[src/design/i2cmbe_pkg.sv]
package i2cmbe_pkg;

	// Command codes carried in the func field of a request.
	typedef enum logic [2:0] {
		CMD_NONE    = 3'd0,
		CMD_START   = 3'd1,
		CMD_RESTART = 3'd2,
		CMD_WRITE   = 3'd3,
		CMD_READ    = 3'd4,
		CMD_STOP    = 3'd5
	} cmd_t;

	localparam int unsigned FUNC_W  = 3;
	localparam int unsigned BYTE_W  = 8;
	localparam int unsigned PHASE_W = 5;

	// Phase of the ACK slot with SCL high, at which byte transfers finish; a write samples the ACK there.
	localparam logic [PHASE_W-1:0] PHASE_ACK_HIGH = 5'd17;

	// Engine state carried from one tick to the next.
	typedef struct packed {
		logic               scl_drive;
		logic               sda_drive;
		cmd_t               cmd;
		logic [PHASE_W-1:0] phase;
		logic [BYTE_W-1:0]  shift;
		logic               ack_flag;
		logic               ack_choice;
		logic [BYTE_W-1:0]  tx_latch;
		logic [BYTE_W-1:0]  rx_hold;
	} eng_state_t;

	localparam eng_state_t ENG_STATE_RESET = '{
		scl_drive:  1'b1,
		sda_drive:  1'b1,
		cmd:        CMD_NONE,
		phase:      '0,
		shift:      '0,
		ack_flag:   1'b0,
		ack_choice: 1'b0,
		tx_latch:   '0,
		rx_hold:    '0
	};

	// One result of a tick.
	typedef struct packed {
		logic              scl_release;
		logic              sda_release;
		logic              ready_res;
		logic              cmd_done;
		logic [BYTE_W-1:0] rx_byte;
		logic              ack_seen;
		logic              cmd_rejected;
	} tick_res_t;

endpackage

[src/design/i2cmbe_ifs.sv]
// Request channel: one half-period tick with its command and sampled SDA.
interface i2cmbe_req_if;
	logic       valid;
	logic       ready;
	logic [2:0] func;
	logic [7:0] data_byte;
	logic       send_ack;
	logic       sda_in;

	modport source (output valid, output func, output data_byte, output send_ack,
		output sda_in, input ready);
	modport sink (input valid, input func, input data_byte, input send_ack,
		input sda_in, output ready);
endinterface

// Result channel: line states and status produced by one tick.
interface i2cmbe_res_if;
	logic       valid;
	logic       ready;
	logic       scl_release;
	logic       sda_release;
	logic       ready_res;
	logic       cmd_done;
	logic [7:0] rx_byte;
	logic       ack_seen;
	logic       cmd_rejected;

	modport source (output valid, output scl_release, output sda_release,
		output ready_res, output cmd_done, output rx_byte, output ack_seen,
		output cmd_rejected, input ready);
	modport sink (input valid, input scl_release, input sda_release,
		input ready_res, input cmd_done, input rx_byte, input ack_seen,
		input cmd_rejected, output ready);
endinterface

[src/design/i2cmbe_core.sv]
// I2C master bit engine, one half SCL period per request.
// The req channel carries one tick: a command code (tick only, start,
// repeated start, write byte, read byte, stop), the byte to send, the
// ACK choice for a read and the SDA level sampled at the end of the tick.
// A command is taken only while the engine is idle; one that arrives while
// busy is dropped and flagged by cmd_rejected in that tick's result.
// The res channel returns exactly one result per request: the SCL and SDA
// release states for the tick, readiness, command completion, the last
// received byte and the last write ACK.
// The result is registered: a request accepted at one edge has its result
// valid after that edge. One request is taken per cycle while no result waits
// unread; the engine state advances in the same cycle the request is accepted.
// The result sits in an output register; a new request is taken while the
// receiver takes the previous result, and req.ready drops only while a
// result waits and res.ready is low.
// Reset releases both lines, returns the engine to idle and clears the
// received byte, the ACK flag and the result register valid.
module i2c_master_bit_engine_core (
	input logic    clk,
	input logic    arst_n,
	i2cmbe_req_if.sink   req,
	i2cmbe_res_if.source res
);
	import i2cmbe_pkg::*;

	eng_state_t state_q;
	eng_state_t state_nxt;
	tick_res_t  tick_res;
	tick_res_t  res_q;
	logic       res_valid_q;
	logic       req_take;

	// Accept while the output register is empty or being drained.
	assign req.ready = !res_valid_q || res.ready;
	assign req_take  = req.valid && req.ready;

	i2cmbe_step u_step (
		.cur       (state_q),
		.func      (req.func),
		.data_byte (req.data_byte),
		.send_ack  (req.send_ack),
		.sda_in    (req.sda_in),
		.nxt       (state_nxt),
		.res       (tick_res)
	);

	// Engine state advances once per accepted request.
	always_ff @(posedge clk or negedge arst_n) begin
		if (!arst_n) begin
			state_q <= ENG_STATE_RESET;
		end else if (req_take) begin
			state_q <= state_nxt;
		end
	end

	// Result register valid.
	always_ff @(posedge clk or negedge arst_n) begin
		if (!arst_n) begin
			res_valid_q <= 1'b0;
		end else if (req_take) begin
			res_valid_q <= 1'b1;
		end else if (res.ready) begin
			res_valid_q <= 1'b0;
		end
	end

	// Result payload.
	always_ff @(posedge clk) begin
		if (req_take) begin
			res_q <= tick_res;
		end
	end

	assign res.valid        = res_valid_q;
	assign res.scl_release  = res_q.scl_release;
	assign res.sda_release  = res_q.sda_release;
	assign res.ready_res    = res_q.ready_res;
	assign res.cmd_done     = res_q.cmd_done;
	assign res.rx_byte      = res_q.rx_byte;
	assign res.ack_seen     = res_q.ack_seen;
	assign res.cmd_rejected = res_q.cmd_rejected;

endmodule

[src/design/i2cmbe_step.sv]
module i2cmbe_step (
	input  i2cmbe_pkg::eng_state_t        cur,
	input  logic [i2cmbe_pkg::FUNC_W-1:0] func,
	input  logic [i2cmbe_pkg::BYTE_W-1:0] data_byte,
	input  logic                          send_ack,
	input  logic                          sda_in,
	output i2cmbe_pkg::eng_state_t        nxt,
	output i2cmbe_pkg::tick_res_t         res
);
	import i2cmbe_pkg::*;

	logic               is_cmd;
	logic               rejected;
	logic               done;
	logic               scl_o;
	logic               sda_o;
	logic [PHASE_W-1:0] p;

	// Command acceptance, then one phase of the active command.
	always_comb begin
		nxt      = cur;
		rejected = 1'b0;
		done     = 1'b0;
		is_cmd   = (func >= CMD_START) && (func <= CMD_STOP);

		if (cur.cmd != CMD_NONE) begin
			rejected = is_cmd;
		end else if (is_cmd) begin
			nxt.cmd        = cmd_t'(func);
			nxt.phase      = '0;
			nxt.tx_latch   = data_byte;
			nxt.ack_choice = send_ack;
			if (func == CMD_READ) begin
				nxt.shift = '0;
			end
		end

		scl_o = cur.scl_drive;
		sda_o = cur.sda_drive;
		p     = nxt.phase;

		unique case (nxt.cmd)
			CMD_START: begin
				scl_o = 1'b1;
				sda_o = (p == '0);
				done  = (p >= PHASE_W'(1));
			end
			CMD_RESTART: begin
				scl_o = (p != '0);
				sda_o = (p < PHASE_W'(2));
				done  = (p >= PHASE_W'(2));
			end
			CMD_WRITE: begin
				scl_o = p[0];
				if (!p[4]) begin
					// Bit index counts down from the MSB, one bit per SCL period.
					sda_o = nxt.tx_latch[~p[3:1]];
				end else begin
					sda_o = 1'b1;
					if (p >= PHASE_ACK_HIGH) begin
						nxt.ack_flag = ~sda_in;
						done         = 1'b1;
					end
				end
			end
			CMD_READ: begin
				scl_o = p[0];
				if (!p[4]) begin
					sda_o = 1'b1;
					if (p[0]) begin
						nxt.shift = {nxt.shift[BYTE_W-2:0], sda_in};
					end
				end else begin
					sda_o = ~nxt.ack_choice;
					if (p >= PHASE_ACK_HIGH) begin
						nxt.rx_hold = nxt.shift;
						done        = 1'b1;
					end
				end
			end
			CMD_STOP: begin
				scl_o = (p != '0);
				sda_o = (p >= PHASE_W'(2));
				done  = (p >= PHASE_W'(2));
			end
			default: begin
			end
		endcase

		// Line levels persist; byte transfers park with SCL low and SDA free.
		if (nxt.cmd != CMD_NONE) begin
			nxt.scl_drive = scl_o;
			nxt.sda_drive = sda_o;
			if (done) begin
				if (nxt.cmd == CMD_WRITE || nxt.cmd == CMD_READ) begin
					nxt.scl_drive = 1'b0;
					nxt.sda_drive = 1'b1;
				end
				nxt.cmd   = CMD_NONE;
				nxt.phase = '0;
			end else begin
				nxt.phase = p + PHASE_W'(1);
			end
		end

		res.scl_release  = scl_o;
		res.sda_release  = sda_o;
		res.ready_res    = (nxt.cmd == CMD_NONE);
		res.cmd_done     = done;
		res.rx_byte      = nxt.rx_hold;
		res.ack_seen     = nxt.ack_flag;
		res.cmd_rejected = rejected;
	end

endmodule
[src/flat_wrapper.sv]
// flat-port wrapper written by rule: the top's interface ports become plain ports
module i2c_master_bit_engine_core_flat import i2cmbe_pkg::*;
  (clk, arst_n, req_valid, req_func, req_data_byte, req_send_ack, req_sda_in, req_ready, res_valid, res_scl_release, res_sda_release, res_ready_res, res_cmd_done, res_rx_byte, res_ack_seen, res_cmd_rejected, res_ready);
  i2cmbe_req_if req_i ();
  i2cmbe_res_if res_i ();
  input logic clk;
  input logic arst_n;
  input wire logic [$bits(req_i.valid)-1:0] req_valid;
  input wire logic [$bits(req_i.func)-1:0] req_func;
  input wire logic [$bits(req_i.data_byte)-1:0] req_data_byte;
  input wire logic [$bits(req_i.send_ack)-1:0] req_send_ack;
  input wire logic [$bits(req_i.sda_in)-1:0] req_sda_in;
  output wire logic [$bits(req_i.ready)-1:0] req_ready;
  output wire logic [$bits(res_i.valid)-1:0] res_valid;
  output wire logic [$bits(res_i.scl_release)-1:0] res_scl_release;
  output wire logic [$bits(res_i.sda_release)-1:0] res_sda_release;
  output wire logic [$bits(res_i.ready_res)-1:0] res_ready_res;
  output wire logic [$bits(res_i.cmd_done)-1:0] res_cmd_done;
  output wire logic [$bits(res_i.rx_byte)-1:0] res_rx_byte;
  output wire logic [$bits(res_i.ack_seen)-1:0] res_ack_seen;
  output wire logic [$bits(res_i.cmd_rejected)-1:0] res_cmd_rejected;
  input wire logic [$bits(res_i.ready)-1:0] res_ready;
  assign req_i.valid = req_valid;
  assign req_i.func = req_func;
  assign req_i.data_byte = req_data_byte;
  assign req_i.send_ack = req_send_ack;
  assign req_i.sda_in = req_sda_in;
  assign req_ready = req_i.ready;
  assign res_valid = res_i.valid;
  assign res_scl_release = res_i.scl_release;
  assign res_sda_release = res_i.sda_release;
  assign res_ready_res = res_i.ready_res;
  assign res_cmd_done = res_i.cmd_done;
  assign res_rx_byte = res_i.rx_byte;
  assign res_ack_seen = res_i.ack_seen;
  assign res_cmd_rejected = res_i.cmd_rejected;
  assign res_i.ready = res_ready;
  i2c_master_bit_engine_core u_core (.clk(clk), .arst_n(arst_n), .req(req_i), .res(res_i));
endmodule
[config.mk]
export PLATFORM = sky130hd
export DESIGN_NAME = i2c_master_bit_engine_core_flat
export DESIGN_NICKNAME = d
export VERILOG_FILES = /design/src/design/i2cmbe_pkg.sv /design/src/design/i2cmbe_ifs.sv /design/src/design/i2cmbe_core.sv /design/src/design/i2cmbe_step.sv /design/src/flat_wrapper.sv
export SDC_FILE = /design/constraint.sdc
export NUM_CORES = 1
export LEC_CHECK = 0
export ABC_CLOCK_PERIOD_IN_PS = 3700
export BUFFER_PORTS_ARGS = -buffer_cell sky130_fd_sc_hd__buf_2
export CORE_ASPECT_RATIO = 1.75
export CORE_MARGIN = 5
export CORE_UTILIZATION = 55
export DETAILED_ROUTE_END_ITERATION = 6
export MAX_ROUTING_LAYER = met4
export PLACE_DENSITY = 0.87
export SLEW_MARGIN = 30
export SYNTH_ARGS = -nofsm -noshare
export SYNTH_HDL_FRONTEND = slang
export SYNTH_SLANG_ARGS = --single-unit
[constraint.sdc]
create_clock -name clk -period 3.7 [get_ports clk]
set_input_delay 0.74 -clock clk [delete_from_list [all_inputs] [get_ports clk]]
set_output_delay 0.74 -clock clk [all_outputs]
set_load 0.02 [all_outputs]
== Word level (Yosys, flattened, before mapping) ==
Cells that the tools add are included.

* Flip-flop bits (word level): 51
* Bits in latches: 0
* RAM bits: 0
* ROM bits: 0
* Bits of input ports: 17
* Memories: 0

* $add $sub $neg: 1
* Multiply operators: 0
* Div/mod/pow operators: 0
* $lt $le $gt $ge: 7
* Equal/unequal tests: 6
* Shifts and indexed selects: 0
* Multiplexer cells: 29
* Bitwise gates (word level): 3
* Reductions and logical operators: 14

{| class="wikitable"
|+ Operator list
! kind !! number
|-
| $mux W8 || 8
|-
| $mux W16 || 2
|-
| $mux W9 || 2
|-
| $mux W1 || 10
|-
| $mux W5 || 2
|-
| $eq A3 B3 Y1 const B || 3
|-
| $eq A3 B2 Y1 const B || 2
|-
| $pmux W1 S3 || 2
|-
| $reduce_bool A3 Y1 || 2
|-
| $add A5 B1 Y5 const B || 1
|-
| $ge A5 B1 Y1 const B || 1
|-
| $ge A5 B2 Y1 const B || 1
|-
| $ge A5 B5 Y1 const B || 1
|-
| $logic_not A5 Y1 || 1
|-
| $lt A5 B2 Y1 const B || 1
|-
| $pmux W1 S5 || 1
|-
| $reduce_bool A5 Y1 || 1
|-
| $lt A3 B4 Y1 const B || 1
|-
| $reduce_or A2 Y1 || 2
|-
| $bmux W1 S3 || 1
|-
| $eq A3 B1 Y1 const B || 1
|-
| $ge A3 B1 Y1 const B || 1
|-
| $le A3 B3 Y1 const B || 1
|-
| $logic_not A3 Y1 || 1
|-
| 8 further kinds || 11
|}

== Depth between registers and ports, before layout ==
* Word-level depth: 13
* Depth in mapped cells: 11
* Gate-level depth less buffers: 10

== By module ==
Synthesis repeated with hierarchy kept, for this count alone.

* Cells, all modules: 299
* Area, all modules: 3,183.1 sq um

{| class="wikitable"
|+ By module, submodules not included
! module !! instances !! cells an instance !! area each (sq um) !! seq. area each (sq um)
|-
| i2c_master_bit_engine_core || 1 || 94 || 1,931.9 || 1,348.8
|-
| i2cmbe_step || 1 || 205 || 1,251.2 || 0.0
|}

== Least setup slack after synthesis ==
No wires, ideal clock.

* Path kind: input to register
* From: input req_func[0]
* To: register u_core.state_q[29] (netlist bit)
* Arrival: 2,880 ps
* Data required time: 3,621 ps
* Setup slack: 741 ps
* Cell stages on the path: 10
* Path buffers: 0
* Path through: or3_1 > nand3_2 > and2_1 > inv_1 > ha_1 > a21oi_1 > o221a_4 > inv_4 > or4_1 > mux2i_1

{| class="wikitable"
|+ RTL lines
! element !! line !! source
|-
| start: declaration || flat_wrapper.sv:9 || <nowiki>input wire logic [$bits(req_i.func)-1:0] req_func;</nowiki>
|-
| end signal: assignment || i2cmbe_core.sv:52 || <nowiki>state_q <= state_nxt;</nowiki>
|-
| end: declaration || i2cmbe_core.sv:26 || <nowiki>eng_state_t state_q;</nowiki>
|}

==> summary.txt <==
Global routing
  – Antenna violations before repair: 0
  – GR Util met3: 0.0321
  – Met2 track utilization from global routing: 0.350
  – Grt met1 use: 0.207
  – GR Overflow Total: 0
  – Number of global-route vias before repair: 1957
  – Global routing usage summed across all routing layers: 0.201
  – Largest net degree at the start of global routing: 38
  – Wire length of the first global-routing pass: 9000 µm
  – Layer carrying the most global-route usage: met2

CTS
  – Level count of the clock H-tree: 2
  – Clock-pin slew reported for the worst setup and hold paths after clock tree synthesis: 90 ps
  – CTS tree: yes
  – Number of hold buffers added after CTS: 0
  – Post-CTS sizing: 0
  – Total CTS buffers: 5
  – CTS Root Buffer Type: sky130_fd_sc_hd__clkbuf_8
  – CTS sink cnt: 51
  – Later-pin clock latency in the skew report: 300 ps
  – Maximum clock insertion buffer count: 2
  – Post-CTS Setup Repair Bufs: 0

Cells and area
  – Layout-stage area growth over the synthesis result: 12.2%
  – Fillcell total: 393
  – Share of the core filled with cells in the final layout: 0.625
  – Share of layout cells above drive strength 1: 0.237
  – Nets: 298
  – Final std cell area, no fill: 2890 µm²
  – Number of antenna repair diodes: 0

Setup path
  – Critical register-to-register path startpoint: u_core.state_q[33]
  – Top fanout value on the critical path: 11
  – Crit end category: flop
  – Cell type of the slowest stage on the worst timing path: sky130_fd_sc_hd__dfrtp_1
  – Bufs and invs on worst path: 1
  – Reg2reg end: u_core.state_q[29]
  – Crit path launch type: flop
  – R2R Setup Slk: 540 ps
  – CP Data Arrival Time: 3380 ps
  – Largest delay contributor family on the critical path: simple AND/OR/NAND/NOR gates
  – Number of cells on the worst reg-to-reg path: 10
  – Worst path max stage delay: 530 ps
  – Type of the worst setup path: reg -> reg
  – CP cell instances: nor3_4 > nand3_2 > and2_1 > ha_1 > or2_1 > o211ai_2 > o221a_4 > inv_4 > or4_1 > mux2i_1
  – WP data required: 3920 ps

Power and ir drop
  – Internal: 1.25 mW
  – Sequential cell fraction of total power: 0.440
  – IR drop worst, VDD: 0.522 mV
  – Switching component of the power: 742 µW
  – Lkg Pwr: 1.21 nW
  – Power density cells: 689 nW/µm²
  – Switching power share of the total: 0.373
  – Logic pwr share: 0.367
  – Part of the power in the clock network: 0.193

Min path
  – Worst hold endpoint: u_core.state_q[5]
  – Hold Path Depth: 2
  – Source of the worst hold timing path: u_core.state_q[5]
  – HP Class: reg -> reg

Die
  – Starting density of the core: 0.557
  – Total number of placement rows: 33
  – Io pins: 33
  – Area inside the core boundary: 4620 µm²
  – DIE WIDTH: 61.8 µm
  – Die boundary height: 101 µm
  – Overall die area: 6210 µm²

Placed design
  – Final weighted congestion of routability-driven global placement: 0.900
  – Count of port buffers added during placement: 32
  – Post-detailed-placement half-perimeter wirelength: 4180 µm
  – Cell area reported after detailed placement: 2780 µm²

Synthesis
  – Synth top area share: 0.340
  – Mean instance size in the synthesized netlist: 10.5 µm²
  – Synthesized netlist net count: 267
  – Most common flop cell mapped by yosys: sky130_fd_sc_hd__dfrtp_1
  – Post-synthesis register bit count: 51
  – Number of unique standard cell types used by synthesis: 48
  – Most area-hungry cell type in the Yosys netlist: sky130_fd_sc_hd__dfrtp_1
  – Commonest cells in the netlist: 35 x sky130_fd_sc_hd__dfrtp_1, 35 x sky130_fd_sc_hd__nand2_1, 21 x sky130_fd_sc_hd__o21ai_0
  – Count of warnings emitted by yosys: 0
  – Instance count of the mapped netlist: 246
  – Number of flops mapped to enable cells by yosys: 14
  – Top cells by area, synth: sky130_fd_sc_hd__dfrtp_1 34%, sky130_fd_sc_hd__edfxtp_1 16%, sky130_fd_sc_hd__nand2_1 5.1%, sky130_fd_sc_hd__o21ai_0 4.1%, sky130_fd_sc_hd__mux2_2 3.9%
  – Proportion of synthesized chip area in sequential cells: 0.523
  – Cell area after synthesis: 2580 µm²
  – Async SR Flop Fraction: 0.725

Timing
  – Total setup violations reported at the end of the flow: 0
  – Transition time of the tightest slew-check pin: 809 ps
  – Post-route clock period utilization: 0.854
  – Setup repair after global routing missed its margin: no
  – Final worst path period need: 3160 ps
  – Max frequency: 0.316 GHz
  – Aggregate negative setup slack: 0 ps
  – Headroom to the max-slew limit: 0.461
  – Number of endpoints with negative hold slack in the final report: 0
  – Worst Clk Skew: 8.42 ps
  – Max Slew Vio Count: 0

Route
  – Average via count per standard cell: 6.18
  – Initial DRC Count: 91
  – Router iterations before antenna repair: 4
  – Number of nets with antenna violations after routing: 0
  – Vias: 2039
  – Total detailed-routing wirelength: 5520 µm
  – DRC violations left: 0
  – Drt wl/cell: 16.7 µm

Status
  – Result of the run: finished clean

Run
  – Max capacitance violation total: 0
## area by class of cell
class                           count  area [µm²]  share of cell area
Timing Repair Buffer               36         190              0.0658
Sequential cell                    51        1350               0.466
Multi-Input combinational cell    168        1120               0.386
Clock buffer                        5        68.8              0.0238
Tap cell                           52        65.1              0.0225
Clock inverter                      3        43.8              0.0151
Inverter                           15        58.8              0.0203
## power groups by stage
stage | combinational (mW) | sequential (mW) | clock (mW)
detailed placement | 0.729 | 0.882 | 0
CTS | 0.730 | 0.872 | 0.397
global route | 0.802 | 0.897 | 0.412
floorplan | 0.587 | 0.830 | 0
finish | 0.730 | 0.876 | 0.385
global placement | 0.704 | 0.879 | 0
## flip-flops by register name, summed over array words and instances, names as in the netlist
| name | count |
|---|---|
| u_core.state_q | 36 |
| u_core.res.valid | 1 |
| u_core.res.ready_res | 1 |
| u_core.res.cmd_done | 1 |
| u_core.res.ack_seen | 1 |
| u_core.res.cmd_rejected | 1 |
| u_core.res.rx_byte | 8 |
| u_core.res.scl_release | 1 |
| u_core.res.sda_release | 1 |
## logic make-up after synthesis
| kind of cell | count (synthesis) | share of synthesized area |
|---|---|---|
| AND/OR/NAND/NOR | 83 | 0.164 |
| XOR/XNOR | 1 | 0.00340 |
| AO/OA/AOI/OAI | 65 | 0.174 |
| buffers and inverters | 27 | 0.0437 |
| flip-flops | 51 | 0.523 |
| multiplexers | 15 | 0.0723 |
| adder cells (fa/ha/maj) | 4 | 0.0194 |
## worst max-delay path by stage
stage | cells after the start | slack [ps] | start | end
after CTS | 10 | 600 | u_core.state_q[33] | u_core.state_q[29]
final | 10 | 540 | u_core.state_q[33] | u_core.state_q[29]
after global routing | 10 | 370 | u_core.state_q[33] | u_core.state_q[29]
after global placement | 11 | 460 | req_func[0] | u_core.state_q[29]
after floorplan | 10 | 740 | req_func[0] | u_core.state_q[29]
after detailed placement | 11 | 380 | req_func[0] | u_core.state_q[29]
## cell usage in the layout (no fill, tap or decap), types with 4 or more instances in the layout
master and instances:
sky130_fd_sc_hd__o31ai_1 5, sky130_fd_sc_hd__nand2_1 35, sky130_fd_sc_hd__buf_2 32, sky130_fd_sc_hd__dfrtp_1 35
sky130_fd_sc_hd__ha_1 4, sky130_fd_sc_hd__or4_1 4, sky130_fd_sc_hd__inv_1 14, sky130_fd_sc_hd__mux2i_1 4
sky130_fd_sc_hd__clkbuf_8 5, sky130_fd_sc_hd__a31oi_1 7, sky130_fd_sc_hd__edfxtp_1 14, sky130_fd_sc_hd__mux2_2 9
sky130_fd_sc_hd__nor2_1 12, sky130_fd_sc_hd__buf_4 4, sky130_fd_sc_hd__nand3_1 10, sky130_fd_sc_hd__o21ai_0 21
sky130_fd_sc_hd__a32o_1 7, sky130_fd_sc_hd__a21oi_1 9
## through the flow
step / std cells / worst slack [ps] / hold slack, ps / power (mW)
after global placement: 322 / 456 / 461 / 1.58
after detailed placement: 322 / 376 / 476 / 1.61
after CTS: 330 / 595 / 499 / 2.00
after global routing: 330 / 365 / 514 / 2.11
after floorplan: 246 / 741 / 444 / 1.42
final: 330 / 540 / 492 / 1.99
## worst reg2reg max path: stages (launching register included)
cell	delay, ps
sky130_fd_sc_hd__dfrtp_1	530
sky130_fd_sc_hd__nor3_4	420
sky130_fd_sc_hd__nand3_2	280
sky130_fd_sc_hd__and2_1	300
sky130_fd_sc_hd__ha_1	240
sky130_fd_sc_hd__or2_1	260
sky130_fd_sc_hd__o211ai_2	110
sky130_fd_sc_hd__o221a_4	240
sky130_fd_sc_hd__inv_4	60
sky130_fd_sc_hd__or4_1	490
sky130_fd_sc_hd__mux2i_1	140
## routing by layer
metal | vias up | routed length, µm
met5 | - | 0
li1 | 957 | -
met2 | 67 | 3090
met3 | 19 | 230
met1 | 996 | 1960
met4 | 0 | 244
Note: power is estimated with default switching activity, not from simulation.
